<file path="config.mk">
export PLATFORM = sky130hd
export DESIGN_NAME = length_prefixed_message_deframer_top
export DESIGN_NICKNAME = d
export VERILOG_FILES = /design/src/rtl/core/lpmd_pkg.sv /design/src/rtl/core/lpmd_framer.sv /design/src/rtl/core/length_prefixed_message_deframer_top.sv
export VERILOG_INCLUDE_DIRS = /design/src /design/src/rtl/core
export SDC_FILE = /design/constraint.sdc
export NUM_CORES = 1
export LEC_CHECK = 0
export ABC_AREA = 1
export BUFFER_PORTS_ARGS = -buffer_cell sky130_fd_sc_hd__buf_2
export CAP_MARGIN = 40
export CORE_ASPECT_RATIO = 0.5
export CORE_MARGIN = 4
export CORE_UTILIZATION = 45
export CTS_BUF_LIST = sky130_fd_sc_hd__clkbuf_16
export DETAILED_ROUTE_END_ITERATION = 10
export PLACE_DENSITY_LB_ADDON = 0.15
export SLEW_MARGIN = 5
export SYNTH_ARGS = -nofsm -noshare
export SYNTH_HDL_FRONTEND = slang
export SYNTH_SLANG_ARGS = --single-unit
</file>
<file path="constraint.sdc">
create_clock -name clk -period 3.2 [get_ports clk]
set_input_delay 0.64 -clock clk [delete_from_list [all_inputs] [get_ports clk]]
set_output_delay 0.64 -clock clk [all_outputs]
set_load 0.01 [all_outputs]
</file>
<file path="src/rtl/core/assert_macros.svh">
// Assertion macros shared by the deframer RTL.
`ifndef ASSERT_MACROS_SVH
`define ASSERT_MACROS_SVH
`ifndef ASSERT_OFF
// Check a condition at every clock edge outside reset.
`define ASSERT_ALWAYS(lbl, clk, rst_n, cond) \
	lbl: assert property (@(posedge clk) disable iff (!rst_n) (cond)) \
		else $error("assertion failed");
// Check that an antecedent implies a consequent in the same cycle.
`define ASSERT_IMPLIES(lbl, clk, rst_n, ante, cons) \
	lbl: assert property (@(posedge clk) disable iff (!rst_n) (ante) |-> (cons)) \
		else $error("assertion failed");
`else
`define ASSERT_ALWAYS(lbl, clk, rst_n, cond)
`define ASSERT_IMPLIES(lbl, clk, rst_n, ante, cons)
`endif
`endif

</file>
<file path="src/rtl/core/lpmd_pkg.sv">
// Types and constants of the length-prefixed message deframer.
package lpmd_pkg;

	// input function codes
	localparam logic FUNC_BYTE    = 1'b0;
	localparam logic FUNC_RESTART = 1'b1;

	// result kinds
	typedef enum logic [1:0] {
		KIND_PAYLOAD = 2'd0,
		KIND_EMPTY   = 2'd1,
		KIND_ERROR   = 2'd2
	} kind_t;

	// length field: four bytes that count themselves
	localparam int unsigned LEN_FIELD_BYTES = 4;
	localparam logic [31:0] LEN_MIN         = 32'(LEN_FIELD_BYTES);
	localparam logic [1:0]  LEN_LAST_IDX    = 2'(LEN_FIELD_BYTES - 1);
	localparam logic [31:0] MAX_MSG_LEN_RST = 32'd1073741824;

	typedef struct packed {
		logic       func;
		logic [7:0] data_byte;
	} in_item_t;

	typedef struct packed {
		kind_t      kind;
		logic [7:0] msg_type;
		logic [7:0] payload_byte;
		logic       first_byte;
		logic       last_byte;
	} out_item_t;

endpackage

</file>
<file path="src/rtl/core/lpmd_framer.sv">
// Framing state machine: header collection, length check, payload tagging.
`include "assert_macros.svh"

module lpmd_framer (
	input  logic                clk,
	input  logic                arst_n,
	input  logic                step,
	input  lpmd_pkg::in_item_t  item,
	input  logic [31:0]         max_msg_len,
	output logic                res_valid,
	output lpmd_pkg::out_item_t res
);

	typedef enum logic [1:0] {
		PH_TYPE    = 2'd0,
		PH_LEN     = 2'd1,
		PH_PAYLOAD = 2'd2
	} phase_t;

	phase_t      phase_q, phase_d;
	logic [7:0]  type_hold_q, type_hold_d;
	logic [31:0] length_shift_q, length_shift_d;
	logic [1:0]  header_count_q, header_count_d;
	logic [31:0] payload_left_q, payload_left_d;
	logic        first_pending_q, first_pending_d;
	logic        error_stuck_q, error_stuck_d;

	logic [31:0] len_full;
	logic [31:0] len_body;
	logic [31:0] left_dec;

	assign len_full = {length_shift_q[23:0], item.data_byte};
	assign len_body = len_full - lpmd_pkg::LEN_MIN;
	assign left_dec = payload_left_q - 32'd1;

	// decode one transaction against the current framing state
	always_comb begin
		phase_d         = phase_q;
		type_hold_d     = type_hold_q;
		length_shift_d  = length_shift_q;
		header_count_d  = header_count_q;
		payload_left_d  = payload_left_q;
		first_pending_d = first_pending_q;
		error_stuck_d   = error_stuck_q;
		res_valid       = 1'b0;
		res.kind        = lpmd_pkg::KIND_PAYLOAD;
		res.msg_type    = type_hold_q;
		res.payload_byte = 8'd0;
		res.first_byte  = 1'b0;
		res.last_byte   = 1'b0;

		if (item.func == lpmd_pkg::FUNC_RESTART) begin
			// clear all framing state and the error
			phase_d         = PH_TYPE;
			type_hold_d     = 8'd0;
			length_shift_d  = 32'd0;
			header_count_d  = 2'd0;
			payload_left_d  = 32'd0;
			first_pending_d = 1'b0;
			error_stuck_d   = 1'b0;
		end else if (!error_stuck_q) begin
			case (phase_q)
				PH_LEN: begin
					length_shift_d = len_full;
					if (header_count_q != lpmd_pkg::LEN_LAST_IDX) begin
						header_count_d = header_count_q + 2'd1;
					end else begin
						header_count_d = 2'd0;
						phase_d        = PH_TYPE;
						res_valid      = 1'b1;
						if (len_full < lpmd_pkg::LEN_MIN || len_full > max_msg_len) begin
							// bad length: report once and drop bytes until restart
							error_stuck_d = 1'b1;
							res.kind      = lpmd_pkg::KIND_ERROR;
						end else begin
							payload_left_d = len_body;
							if (len_body == 32'd0) begin
								res.kind      = lpmd_pkg::KIND_EMPTY;
								res.last_byte = 1'b1;
							end else begin
								res_valid       = 1'b0;
								first_pending_d = 1'b1;
								phase_d         = PH_PAYLOAD;
							end
						end
					end
				end
				PH_PAYLOAD: begin
					// pass the byte through, mark first and last
					res_valid        = 1'b1;
					res.payload_byte = item.data_byte;
					res.first_byte   = first_pending_q;
					res.last_byte    = (left_dec == 32'd0);
					first_pending_d  = 1'b0;
					payload_left_d   = left_dec;
					if (left_dec == 32'd0) begin
						phase_d = PH_TYPE;
					end
				end
				default: begin
					// take the type byte and start the length field
					type_hold_d     = item.data_byte;
					length_shift_d  = 32'd0;
					header_count_d  = 2'd0;
					payload_left_d  = 32'd0;
					first_pending_d = 1'b0;
					phase_d         = PH_LEN;
				end
			endcase
		end
	end

	// hold framing state, advance on each processed transaction
	always_ff @(posedge clk or negedge arst_n) begin
		if (!arst_n) begin
			phase_q         <= PH_TYPE;
			type_hold_q     <= 8'd0;
			length_shift_q  <= 32'd0;
			header_count_q  <= 2'd0;
			payload_left_q  <= 32'd0;
			first_pending_q <= 1'b0;
			error_stuck_q   <= 1'b0;
		end else if (step) begin
			phase_q         <= phase_d;
			type_hold_q     <= type_hold_d;
			length_shift_q  <= length_shift_d;
			header_count_q  <= header_count_d;
			payload_left_q  <= payload_left_d;
			first_pending_q <= first_pending_d;
			error_stuck_q   <= error_stuck_d;
		end
	end

	`ASSERT_IMPLIES(a_stuck_in_type, clk, arst_n, error_stuck_q, phase_q == PH_TYPE)
	`ASSERT_IMPLIES(a_count_in_len, clk, arst_n, header_count_q != 2'd0, phase_q == PH_LEN)
	`ASSERT_IMPLIES(a_payload_left, clk, arst_n, phase_q == PH_PAYLOAD, payload_left_q != 32'd0)

endmodule

</file>
<file path="src/rtl/core/length_prefixed_message_deframer_top.sv">
// Top level of the length-prefixed message deframer.
//
// Input channel (in_valid/in_ready/in_data) carries one transaction per byte:
// a stream byte or a restart. Each message is a type byte and a big-endian
// 32-bit length that counts its own four bytes; payload bytes follow.
// Output channel (out_valid/out_ready/out_data) carries at most one result per
// input transaction: a tagged payload byte, an empty-message marker, or a
// length error. After an error stream bytes are dropped until a restart.
// cfg_wr_en/cfg_wr_data write max_msg_len; write it only while idle.
// An input is held in the input register and its result in the output register, which drives out_valid.
// Throughput: one byte per cycle while the receiver does not stall, set by the
// single framing stage between the input register and the output register.
// Reset clears the framing state and the error, and sets max_msg_len to 2^30.
// When the receiver stalls, the output register holds its result; the input
// register takes one more transaction, then in_ready drops until the output
// register frees.
`include "assert_macros.svh"

module length_prefixed_message_deframer_top (
	input  logic                clk,
	input  logic                arst_n,
	input  logic                in_valid,
	output logic                in_ready,
	input  lpmd_pkg::in_item_t  in_data,
	output logic                out_valid,
	input  logic                out_ready,
	output lpmd_pkg::out_item_t out_data,
	input  logic                cfg_wr_en,
	input  logic [31:0]         cfg_wr_data
);

	logic                valid_s1;
	lpmd_pkg::in_item_t  item_s1;
	logic                out_valid_q;
	lpmd_pkg::out_item_t out_q;
	logic [31:0]         max_msg_len_q;
	logic                out_free;
	logic                advance;
	logic                res_valid;
	lpmd_pkg::out_item_t res;

	assign out_free  = !out_valid_q || out_ready;
	assign advance   = valid_s1 && out_free;
	assign in_ready  = !valid_s1 || out_free;
	assign out_valid = out_valid_q;
	assign out_data  = out_q;

	// hold the configured maximum length
	always_ff @(posedge clk or negedge arst_n) begin
		if (!arst_n) begin
			max_msg_len_q <= lpmd_pkg::MAX_MSG_LEN_RST;
		end else if (cfg_wr_en) begin
			max_msg_len_q <= cfg_wr_data;
		end
	end

	// input register
	always_ff @(posedge clk or negedge arst_n) begin
		if (!arst_n) begin
			valid_s1 <= 1'b0;
		end else if (in_ready) begin
			valid_s1 <= in_valid;
		end
	end

	always_ff @(posedge clk) begin
		if (in_valid && in_ready) begin
			item_s1 <= in_data;
		end
	end

	lpmd_framer u_framer (
		.clk         (clk),
		.arst_n      (arst_n),
		.step        (advance),
		.item        (item_s1),
		.max_msg_len (max_msg_len_q),
		.res_valid   (res_valid),
		.res         (res)
	);

	// output register: load a result when free, hold it while stalled
	always_ff @(posedge clk or negedge arst_n) begin
		if (!arst_n) begin
			out_valid_q <= 1'b0;
		end else if (out_free) begin
			out_valid_q <= advance && res_valid;
		end
	end

	always_ff @(posedge clk) begin
		if (advance && res_valid) begin
			out_q <= res;
		end
	end

	`ASSERT_IMPLIES(a_no_overrun, clk, arst_n, valid_s1 && !out_free, !in_ready)
	`ASSERT_IMPLIES(a_error_clean, clk, arst_n,
		out_valid_q && out_q.kind == lpmd_pkg::KIND_ERROR,
		out_q.payload_byte == 8'd0 && !out_q.first_byte && !out_q.last_byte)
	`ASSERT_IMPLIES(a_empty_marks, clk, arst_n,
		out_valid_q && out_q.kind == lpmd_pkg::KIND_EMPTY,
		out_q.last_byte && !out_q.first_byte && out_q.payload_byte == 8'd0)

endmodule
</file>
## Word-level counts from Yosys, hierarchy flattened

Cells that the tools add are included.

- Register bits after elaboration: 133
- Bits of input ports: 46
- Logic and storage cells: 99

- Add/subtract/negate cells: 3
- Order comparisons: 2
- Equal/unequal tests: 10
- Mux-type cells: 44
- Bitwise gates (word level): 2
- Reduce and logical (&&, ||, !) cells: 20

Operators with widths:

| kind | number |
|---|---|
| $mux 32 | 4 |
| $logic_not 32->1 | 2 |
| $pmux 32 s2 | 1 |
| $mux 24 | 2 |
| $pmux 24 s2 | 1 |
| $gt 32x32->1 | 1 |
| $lt 32x3->1 const B | 1 |
| $sub 32x1->32 const B | 1 |
| $sub 32x3->32 const B | 1 |
| $mux 8 | 3 |
| $mux 2 | 10 |
| $mux 1 | 19 |
| $ne 3x3->1 const B | 3 |
| $pmux 2 s2 | 2 |
| $reduce_and 4->1 | 2 |
| $ne 2x2->1 const B | 3 |
| $reduce_and 3->1 | 2 |
| $reduce_and 5->1 | 1 |
| $reduce_or 5->1 | 1 |
| $pmux 1 s2 | 2 |
| $reduce_or 2->1 | 2 |
| $reduce_or 4->1 | 1 |
| $logic_and 1x1->1 | 3 |
| $logic_or 1x1->1 | 3 |
| other kinds (8) | 10 |

## Depth between registers and ports, before layout

- Depth after elaboration: 9
- Gate-level depth with buffers: 17

## Hierarchy

From an unflattened synthesis, not the netlist that was laid out.

- Cell total of the unflattened synthesis: 1228
- Area, all modules: 8937.3 µm²

Modules (own cells, without submodules):

| module | times used | cells each | area each (µm²) | seq. area each (µm²) |
|---|---|---|---|---|
| lpmd_framer | 1 | 1049 | 6550.0 | 1751.7 |
| length_prefixed_message_deframer_top | 1 | 179 | 2387.3 | 1722.9 |

## Least setup slack after synthesis

No wires, ideal clock.

- Kind: reg2reg
- From: register item_s1[2] (netlist bit)
- To: register out_q (netlist bit out_data[0]), enable pin
- Setup time: 0.375 ns
- Arrival: 2.384 ns
- Data required time: 2.825 ns
- Slack: 0.441 ns
- Stages on the path, launching flop included: 17
- Buffers on the path: 0
- Period minus slack after synthesis: 2.759 ns
- Cells stage by stage: edfxtp_1 inv_1 ha_1 nand3_2 nor2_2 nand2_1 o21ai_1 nand2_1 nor2_1 nand2_1 nor2_1 nand3_1 nand2_1 nand2_1 nand2_1 nand2_1 inv_1

- Cells in the longest elaborated chain, start to end: 9
- Elaborated cells between the ends (all ways): 12
- Those cells by class: add/sub (1); order compare (2); mux (6); reduce/logical (3)

RTL lines:

| what | RTL line | text |
|---|---|---|
| from (decl) | length_prefixed_message_deframer_top.sv:33 | `lpmd_pkg::in_item_t item_s1;` |
| from (signal assigned) | length_prefixed_message_deframer_top.sv:68 | `item_s1 <= in_data;` |
| $sub 32x3->32 | lpmd_framer.sv:33 | `assign len_body = len_full - lpmd_pkg::LEN_MIN;` |
| $logic_not 32->1 | lpmd_framer.sv:77 | `if (len_body == 32'd0) begin` |
| $mux 1 | lpmd_framer.sv:77 |  |
| $mux 1 * | lpmd_framer.sv:71 | `if (len_full < lpmd_pkg::LEN_MIN \|\| len_full > max_msg_len) begin` |
| $mux 1 * | lpmd_framer.sv:65 | `if (header_count_q != lpmd_pkg::LEN_LAST_IDX) begin` |
| $pmux 1 s2 * | lpmd_framer.sv:62 | `case (phase_q)` |
| $mux 1 * | lpmd_framer.sv:61 | `end else if (!error_stuck_q) begin` |
| $mux 1 * | lpmd_framer.sv:52 | `if (item.func == lpmd_pkg::FUNC_RESTART) begin` |
| $logic_and 1x1->1 * | length_prefixed_message_deframer_top.sv:92 | `if (advance && res_valid) begin` |
| to (signal assigned) | length_prefixed_message_deframer_top.sv:93 | `out_q <= res;` |
| to (decl) | length_prefixed_message_deframer_top.sv:35 | `lpmd_pkg::out_item_t out_q;` |

Every way passes the cells marked *; elsewhere a longest branch is shown, timed or not.
A chain may end at the register's enable or synchronous reset.

## Final worst setup path

- From: register max_msg_len_q[30]
- To: register out_q (netlist bit out_data[13]), enable pin

- Cells in the longest elaborated chain, start to end: 8

RTL lines:

| what | RTL line | text |
|---|---|---|
| from (decl) | length_prefixed_message_deframer_top.sv:36 | `logic [31:0] max_msg_len_q;` |
| from (signal assigned) | length_prefixed_message_deframer_top.sv:51 | `max_msg_len_q <= lpmd_pkg::MAX_MSG_LEN_RST;` |
| from (signal assigned) | length_prefixed_message_deframer_top.sv:53 | `max_msg_len_q <= cfg_wr_data;` |
| $gt 32x32->1 | lpmd_framer.sv:71 |  |
| $logic_or 1x1->1 | lpmd_framer.sv:71 |  |
| $mux 1 | lpmd_framer.sv:71 |  |
| $mux 1 | lpmd_framer.sv:65 |  |
| $pmux 1 s2 | lpmd_framer.sv:62 |  |
| $mux 1 | lpmd_framer.sv:61 |  |
| $mux 1 | lpmd_framer.sv:52 |  |
| $logic_and 1x1->1 | length_prefixed_message_deframer_top.sv:92 |  |

Every way passes these cells.

==> results.md <==
* Worst hold slack at between 0.1 and 0.15 ns
* Core footprint at 0.0184 mm2
* All-layer global routing usage at 0.229
* Met3 Use GR at 0.0512
* Crit path DAT at ~3.1 ns
* Slew headroom at 0.444
* Root buf cell: clkbuf_16
* 1st-iter DRT viols at 740
* Residual DRC count at 0
* Layout area overhead at 14.7%
* Hpwl dp at approximately 18 mm
* Final WL at 24.1 mm
* DRT antenna net count at 0
* Startpoint types: flop
* Post-layout util at 0.527
* Cells after synthesis at roughly 1,200
* Power per cell area at ~730 mW/mm2
* Main synth FF type: dfrtp_1
* Fmax at roughly 350 MHz
* Most common cell in the synthesized netlist: nand2_1
* CP Class: reg2reg
* Inserted Diodes at 0
* Met2 Usage GRT at 0.327
* Final setup viols at 0
* Ys async rst share at 0.782
* Wire per inst at between 15 and 20 um
* Status: finished, final reports clean
* Final nets at 1,314
* Fill cells at roughly 1,800
* DIE AREA at around 0.021 mm2
* Placed cell areas at slightly above 0.009 mm2
* Post-route cell area at ~0.0097 mm2
* MaxCap Viol Count at 0
* Clock tree buffer depth at 2
* Tightest Hold Check Type: in2async
* Fin. Hold Viols at 0
* Pin count of the biggest net entering global routing at 65
* CTS tree: yes
* Met1 GRT Util at 0.357
* Antenna violations before repair at 0
* Worst clock skew at roughly 0.012 ns
* Critical Path RT at 3.38 ns
* Min Tclk post-route at between 2 and 3 ns
* GPL Wtd Cong at about 1
* Clock sinks at about 130
* CP endpoint kind: flop
* Crit-path max FO at 20
* Worst-Skew Late Latency at roughly 0.43 ns
* # IOs at between 60 and 70
* Vias at ~7,800
* Synth unique cells at 37
* Max H-tree Level at 4
* Setup Buffers After CTS at 0
* VDD IR-drop max at about 400 uV
* RSZ-0062 raised after global routing: false
* Height of the die at between 100 and 150 um
* Max-slew violations at 0
* DR vias/cell at between 5 and 6
* Seq cells post-synth at about 130
* GR peak layer: met1
* Gr ovfl total at 0
* Num CTS Buffers at 17
* Avg Cell Area, Syn at between 7 and 8 um2
* Final TNS setup at 0 ns
* Synth Warn # at 0
* DRT Pass-1 Iters at 6
* Worst-Margin Slew at ~0.83 ns
* Layout cells sized above 1 at 0.130
* Total Power at around 7.1 mW
* Most frequent cells after synthesis: nand2_1 (337), nor2_1 (170), inv_1 (132)
* Yosys top cell by area: dfrtp_1
* Initial core utilization at 0.459
* Sequential share of the synthesized area at 0.412
* Site Rows at 35
* Most area-consuming cells after synthesis: dfrtp_1 (31%), nand2_1 (15%), edfxtp_1 (10%)
* Die Span X at around 200 um
* Clk slew on worst S/H paths at approximately 0.070 ns
* Fin crit share at 0.900
* Post-synth EDFFs at 29
* Number of global-route vias before repair at ~7,300
* Synth Cell Area at about 0.0084 mm2
* Share of the synthesized area in the top cell type at 0.305
* First-pass GRT wire length at approximately 39 mm
* Post-synth net total at 1,244
* P_leak at a little under 5 nW
* IO Port Bufs at 67
==> sequential cells by signal, summed over array words and instances (netlist names), 2 cells and up <==
signal and cells:
u_framer.payload_left_q 32, u_framer.header_count_q 2, u_framer.type_hold_q 8, item_s1 9, out_data 20, u_framer.length_shift_q 24
u_framer.phase_q 2, max_msg_len_q 32
==> layout make-up <==
cell class                      count  area (um2)  share of cell area
Inverter                          133         499              0.0515
Tap cell                          240         300              0.0310
Timing Repair Buffer               84         494              0.0510
Clock inverter                     15         186              0.0192
Multi-Input combinational cell    860        4310               0.445
Clock buffer                       17         425              0.0439
Sequential cell                   133        3470               0.359
==> path summary, 6_finish.rpt <==
kind	slack, ns	from	cells after the start	endpoint
min in group clk	0.38	in_data[8]	1	item_s1[8]$_DFFE_PP_
max	0.32	max_msg_len_q[30]$_DFFE_PN1P_	14	out_data[13]$_DFFE_PP_
max reg2reg	0.32	max_msg_len_q[30]$_DFFE_PN1P_	14	out_data[13]$_DFFE_PP_
min	0.15	arst_n	1	max_msg_len_q[25]$_DFFE_PN0P_
min reg2reg	0.45	u_framer.type_hold_q[6]$_DFFE_PN0P_	0	out_data[16]$_DFFE_PP_
max in group asynchronous	2.31	arst_n	2	u_framer.payload_left_q[3]$_DFFE_PN0P_
==> critical path, stage by stage (launching register included) <==
cell and delay (ns):
dfstp_2 0.52, inv_1 0.04, ha_1 0.27, nand2_1 0.06
nor2_1 0.14, nand3_1 0.10, nor4_1 0.39, nand4_1 0.28
a21boi_4 0.31, nand2_1 0.10, nand2_1 0.07, nand2_1 0.04
nand2_1 0.08, inv_1 0.05, buf_6 0.17
==> power breakdown <==
group	internal (mW)	switching, mW
clock network	1.19	0.888
registers	1.91	0.164
logic	0.865	2.07
==> metal layers <==
| layer | part of all wire | vias to the layer above |
|---|---|---|
| met5 | 0 | - |
| met4 | 0.0065 | 0 |
| met3 | 0.074 | 16 |
| met2 | 0.42 | 271 |
| met1 | 0.50 | 3659 |
| li1 | - | 3899 |
==> repair_timing <==
item	in CTS	in global routing
setup endpoints to repair	0	20
hold buffers	0	0
resized for setup	0	2
==> per-stage QoR <==
stage / std cells / worst slack, ns
2_1_floorplan: 1159 / 0.441
3_3_place_gp: 1450 / 0.295
3_5_place_dp: 1450 / 0.226
4_1_cts: 1482 / 0.204
5_1_grt: 1482 / 0.0415
6_report: 1482 / 0.319
==> logic make-up after synthesis <==
logic type      count (synthesis)  share of synthesized area
xor+xnor                       20                     0.0207
buf+inv                       166                     0.0796
mux                             1                    0.00133
simple gates                  623                      0.303
fa+ha+maj                      39                     0.0578
compound gates                177                      0.126
flops                         133                      0.412
==> layout by cell type, fill, tap and decap left out, types with 28 or more instances in the layout <==
cell and count:
nor2_1 168, buf_2 66, nand2_1 337, edfxtp_1 29
ha_1 39, nand3_1 75, o21ai_2 28, o21ai_0 82
dfrtp_1 103, inv_1 132
Note: power is estimated with default switching activity, not from simulation.
